### src/rtl/core/bgf_pkg.sv
package bgf_pkg;

    localparam int MAX_SIZE_DEF = 4096;
    localparam int CFG_SIZE_W   = 13;
    localparam int COORD_W      = 12;
    localparam int CH_W         = 8;
    localparam int NUM_CH       = 3;
    localparam int COLOR_W      = CH_W * NUM_CH;
    localparam int CFG_IDX_W    = 4;
    localparam int CFG_DATA_W   = COLOR_W;
    localparam int IN_DATA_W    = 2 * COORD_W;
    localparam int OUT_DATA_W   = COLOR_W;

    localparam logic [CFG_IDX_W-1:0] REG_AREA_WIDTH    = 4'd0;
    localparam logic [CFG_IDX_W-1:0] REG_AREA_HEIGHT   = 4'd1;
    localparam logic [CFG_IDX_W-1:0] REG_SHAPE_MODE    = 4'd2;
    localparam logic [CFG_IDX_W-1:0] REG_CORNER_TL     = 4'd3;
    localparam logic [CFG_IDX_W-1:0] REG_CORNER_TR     = 4'd4;
    localparam logic [CFG_IDX_W-1:0] REG_CORNER_BL     = 4'd5;
    localparam logic [CFG_IDX_W-1:0] REG_CORNER_BR     = 4'd6;
    localparam logic [CFG_IDX_W-1:0] REG_BACKGROUND    = 4'd7;

    localparam logic MODE_TRIANGLE = 1'b0;
    localparam logic MODE_QUAD     = 1'b1;

    localparam logic [CFG_SIZE_W-1:0] SIZE_RESET = 13'd64;

    typedef struct packed {
        logic               valid;
        logic               last;
        logic               use_bg;
        logic [COLOR_W-1:0] bg;
    } t_ctl;

    // channel 0 is red in the top byte
    function automatic logic [CH_W-1:0] chan(input logic [COLOR_W-1:0] color,
                                             input int k);
        return color[(NUM_CH-1-k)*CH_W +: CH_W];
    endfunction

endpackage

### src/rtl/core/bgf_div.sv
module bgf_div import bgf_pkg::*; #(
    parameter  int MAX_SIZE = MAX_SIZE_DEF,
    localparam int SW = $clog2(MAX_SIZE + 1),
    localparam int DW = 2 * SW,
    localparam int NW = CH_W + 2 * SW
) (
    input  logic            i_clk,
    input  logic            i_rst_n,
    input  logic            i_en,
    input  t_ctl            i_ctl,
    input  logic [NW-1:0]   i_num [NUM_CH],
    input  logic [DW-1:0]   i_den,
    output t_ctl            o_ctl,
    output logic [CH_W-1:0] o_quo [NUM_CH]
);

    // one quotient bit per stage, msb first
    t_ctl            r_ctl [CH_W];
    logic [DW-1:0]   r_den [CH_W];
    logic [NW-1:0]   r_rem [CH_W][NUM_CH];
    logic [CH_W-1:0] r_quo [CH_W][NUM_CH];

    for (genvar s = 0; s < CH_W; s++) begin : g_stage
        localparam int B = CH_W - 1 - s;
        localparam logic [CH_W-1:0] QBIT = CH_W'(1) << B;
        t_ctl            p_ctl;
        logic [DW-1:0]   p_den;
        logic [NW-1:0]   p_rem [NUM_CH];
        logic [CH_W-1:0] p_quo [NUM_CH];
        logic [NW-1:0]   trial;

        if (s == 0) begin : g_first
            assign p_ctl = i_ctl;
            assign p_den = i_den;
            for (genvar c = 0; c < NUM_CH; c++) begin : g_ch
                assign p_rem[c] = i_num[c];
                assign p_quo[c] = '0;
            end
        end else begin : g_next
            assign p_ctl = r_ctl[s-1];
            assign p_den = r_den[s-1];
            for (genvar c = 0; c < NUM_CH; c++) begin : g_ch
                assign p_rem[c] = r_rem[s-1][c];
                assign p_quo[c] = r_quo[s-1][c];
            end
        end

        assign trial = NW'(p_den) << B;

        always_ff @(posedge i_clk) begin
            if (!i_rst_n) begin
                r_ctl[s] <= '0;
            end else if (i_en) begin
                r_ctl[s] <= p_ctl;
            end
        end

        always_ff @(posedge i_clk) begin
            if (i_en) begin
                r_den[s] <= p_den;
                for (int c = 0; c < NUM_CH; c++) begin
                    r_quo[s][c] <= (p_rem[c] >= trial) ? (p_quo[c] | QBIT) : p_quo[c];
                    r_rem[s][c] <= (p_rem[c] >= trial) ? (p_rem[c] - trial) : p_rem[c];
                end
            end
        end
    end

    assign o_ctl = r_ctl[CH_W-1];
    assign o_quo = r_quo[CH_W-1];

    a_stall_holds_valid: assert property (@(posedge i_clk) disable iff (!i_rst_n)
        !i_en |=> $stable(o_ctl.valid))
        else $error("last divider stage changed during stall");

endmodule
### config.mk
export PLATFORM = sky130hd
export DESIGN_NAME = bgf_div
export DESIGN_NICKNAME = d
export VERILOG_FILES = /design/src/rtl/core/bgf_pkg.sv /design/src/rtl/core/bgf_div.sv
export SDC_FILE = /design/constraint.sdc
export NUM_CORES = 2
export LEC_CHECK = 0
export BUFFER_PORTS_ARGS = -buffer_cell sky130_fd_sc_hd__buf_2
export CORE_MARGIN = 5
export CORE_UTILIZATION = 25
export CTS_CLUSTER_SIZE = 40
export DETAILED_ROUTE_END_ITERATION = 16
export SYNTH_ARGS = -nofsm -noshare
export SYNTH_HDL_FRONTEND = slang
export SYNTH_SLANG_ARGS = --single-unit
### constraint.sdc
create_clock -name i_clk -period 7.65 [get_ports i_clk]
set_input_delay 1.53 -clock i_clk [delete_from_list [all_inputs] [get_ports i_clk]]
set_output_delay 1.53 -clock i_clk [all_outputs]
set_load 0.02 [all_outputs]
==> impl_metrics.toml <==
[timing]
finalSetupTns_ns = 0
finalSetupViolCount = 0
fin_crit_sh_pct = 62.0
clock.fmax_mhz = 211
setup_slack_ns = 2.91
fin_hold_ws_ns = 0.404
worst_pin_slew_ns = 1.13
skew_ns = 0.0558
final.min_clock_period_ns = 4.74
rsz0062_at_grt = "false"
hold_viol = 0
slew_headroom_pct = 24.4
drv_slew = 0

[critical_path]
path_max_fanout = 24
timing_worst_setup_path_type = "in2reg"
crit_chain = "buf_2 -> inv_1 -> ha_1 -> nor2b_1 -> o31a_1 -> o31a_1 -> o21ai_1 -> o211a_1 -> and4_1 -> o41ai_1 -> or2_1 -> buf_4 -> mux2_2"
critPathMaxStageDelay_ns = 0.62
timing.rr.start = "r_den[1][0]"
crit_path_start_kind = "primary input"
critPathTopFamily = "compound AO/OA/AOI/OAI gates"
ff2ff_setup_slack_ns = 2.93
crit_top_cell = "o31a_1"
r2r_end = "r_rem[1][132]"
arrival_ns = 5.28
cp.required_ns = 8.19
reg2regPathDepth = 14
cpMaxStageDelayCell = "or2_1"
crit_buf_inv = 3
end_kind = "flip-flop"

[detailed_routing]
drcViolationCount = 0
vias = 55600
first_pass_iters = 6
post_drt_wl_per_cell_um = 20.7
drt-total-wl_um = 235000
postRouteAntennaNets = 0
drt_iter0_drc = 4837
viasPerCell = 4.91

[run_status]
status = "completed"

[floorplanning]
core_area_mm2 = 0.300
row_count = 201
ios = 209
start_util_pct = 25.1
die_y_um = 559
fp.dieArea_mm2 = 0.312
fp.dieW_um = 559

[yosys]
yosys.area.top_type = "edfxtp_1"
synth_ff_type = "edfxtp_1"
netlist.area_leader.share_pct = 48.7
synthMostInstantiatedCell = "edfxtp_1"
syn-num-nets = 7873
synth_cell_types = 88
synthArstFlopShare_pct = 0
synth.avg_cell_area_um2 = 10.6
synth_xor_area_share_pct = 6.03
synth_common_cells = "edfxtp_1, a21oi_1, ha_1"
synthCells = 7070
synth.area.top_cells = "edfxtp_1, ha_1, a21oi_1"
yosysSeqAreaShare_pct = 48.7
synth_top_family_by_area = "compound AO/OA/AOI/OAI gates"
yosysWarnings = 0
synthAdderAreaFrac_pct = 10.9
synth_compound_area_share_pct = 16.5
synth_edf_count = 1220
synth_mux_area_share_pct = 1.84
yosys.area_share.simple_pct = 12.9
syn_area_mm2 = 0.0752
synth-seq-cells = 1220

[placement]
globalplace.congestion = 0.916
place_area_mm2 = 0.0809
place_hpwl_um = 188000
port_buffers = 208
post-place-ws_ns = 2.16

[grt]
antenna_found_initial = 24
grtUsageTotal_pct = 14.5
grt_pass1_vias = 54100
grt_pass1_wl_um = 345000
gr-total-overflow = 0
grt_max_degree = 209

[cells_and_area]
layout.nets = 8055
finalInstanceArea_mm2 = 0.0857
fillers = 30900
fin_util_pct = 28.6
area_delta_synth_final_pct = 14.0
final_layout_size_suffix_gt1_share_pct = 8.82

[run]
maxCapViolCount = 0

[power_and_ir_drop]
p_sw_uw = 12000
swShare_pct = 38.2
irDropWorstVdd_v = 0.000215
power_frac_seq_pct = 35.8
p_comb_share_pct = 41.7
p_int_uw = 19500
power_frac_clock_pct = 22.5
leakage_uw = 0.0340
cellPowerDensity_mw_per_mm2 = 368

[clock_tree]
postCtsSetupRepairBufs = 0
clkLatencyLatePin_ns = 0.81
cts_max_level = 4
postCtsResizedCells = 0
clockRootBuffer = "clkbuf_16"
clk_pin_slew_ns = 0.06
clock-sinks = 1220
cts_hold_buf = 0
cts_tree = "built"
cts_max_path_buffers = 4
cts_buffers = 146

[hold_path]
hp-class = "reg2reg"
min_to = "r_quo[0][63]"
hp-start = "r_quo[0][39]"
whs_path_depth = 0
==> area by class of cell <==
cell class,instances,area [um^2],share of cell area (%)
timing repair buffer,246,1440,1.68
clock buffer,167,3800,4.43
multi-input combinational,5254,36400,42.5
inverter,384,1440,1.68
clock inverter,87,1010,1.18
sequential,1220,36600,42.7
antenna,12,30.0,0.0350
tap,3958,4950,5.78
==> worst max path at each step <==
stage / endpoint / slack [ns] / cells past startpoint / start
final: r_rem[0][54] / 2.91 / 13 / i_den[1]
after global routing: r_rem[1][132] / 2.67 / 14 / r_den[1][0]
after CTS: r_rem[1][132] / 2.93 / 14 / r_den[1][0]
after detailed placement: r_rem[0][54] / 2.16 / 13 / i_den[1]
after global placement: r_rem[0][45] / 2.22 / 13 / i_den[1]
after floorplan: r_ctl[0][0] / 2.37 / 3 / i_en
==> through the flow <==
stage,total power (uW),cells
after floorplan,20100,7070
after global placement,24100,11100
after detailed placement,24300,11100
after CTS,31600,11300
after global routing,33500,11300
final,31500,11300
==> metal layers <==
layer	global-route usage (%)	up-vias	part of all wire, %
met2	23.6	1720	45
met5	0	-	0.052
met4	4.22	16	3.1
li1	-	26800	-
met1	20.2	26700	47
met3	1.90	334	5.1
==> placed cells by master, fill, tap and decap left out, types with 70 or more instances in the layout <==
master,instances
a21oi_1,675
o21ai_0,475
edfxtp_1,1220
clkbuf_16,149
and3_1,250
nand2b_1,93
nand3_1,112
nor3_1,109
inv_1,378
nor2_1,500
buf_2,206
o21bai_1,70
ha_1,624
mux2_2,114
nand2_1,494
nor2b_1,86
xnor2_1,295
nand4_1,87
a21o_1,300
o21a_1,86
xor2_1,223
==> registers in the layout, indices dropped and copies added, names as in the netlist <==
register / count
r_den: 182
r_ctl: 216
r_rem: 714
r_quo: 108
==> power groups by stage <==
stage / logic (uW) / clock network [uW] / registers, uW
final: 13200 / 7080 / 11300
after global routing: 14500 / 7550 / 11400
after CTS: 13000 / 7270 / 11300
after detailed placement: 13000 / 0 / 11400
after global placement: 12800 / 0 / 11400
after floorplan: 9560 / 0 / 10500
==> kinds of logic after synthesis <==
family	after synthesis
buffers and inverters	596
xor gates and xnor gates	518
and+or+nand+nor	1961
AOI/OAI and AO/OA	2006
DFF	1220
adders and majority gates	645
muxes	124
(Power assumes the default switching activity.)
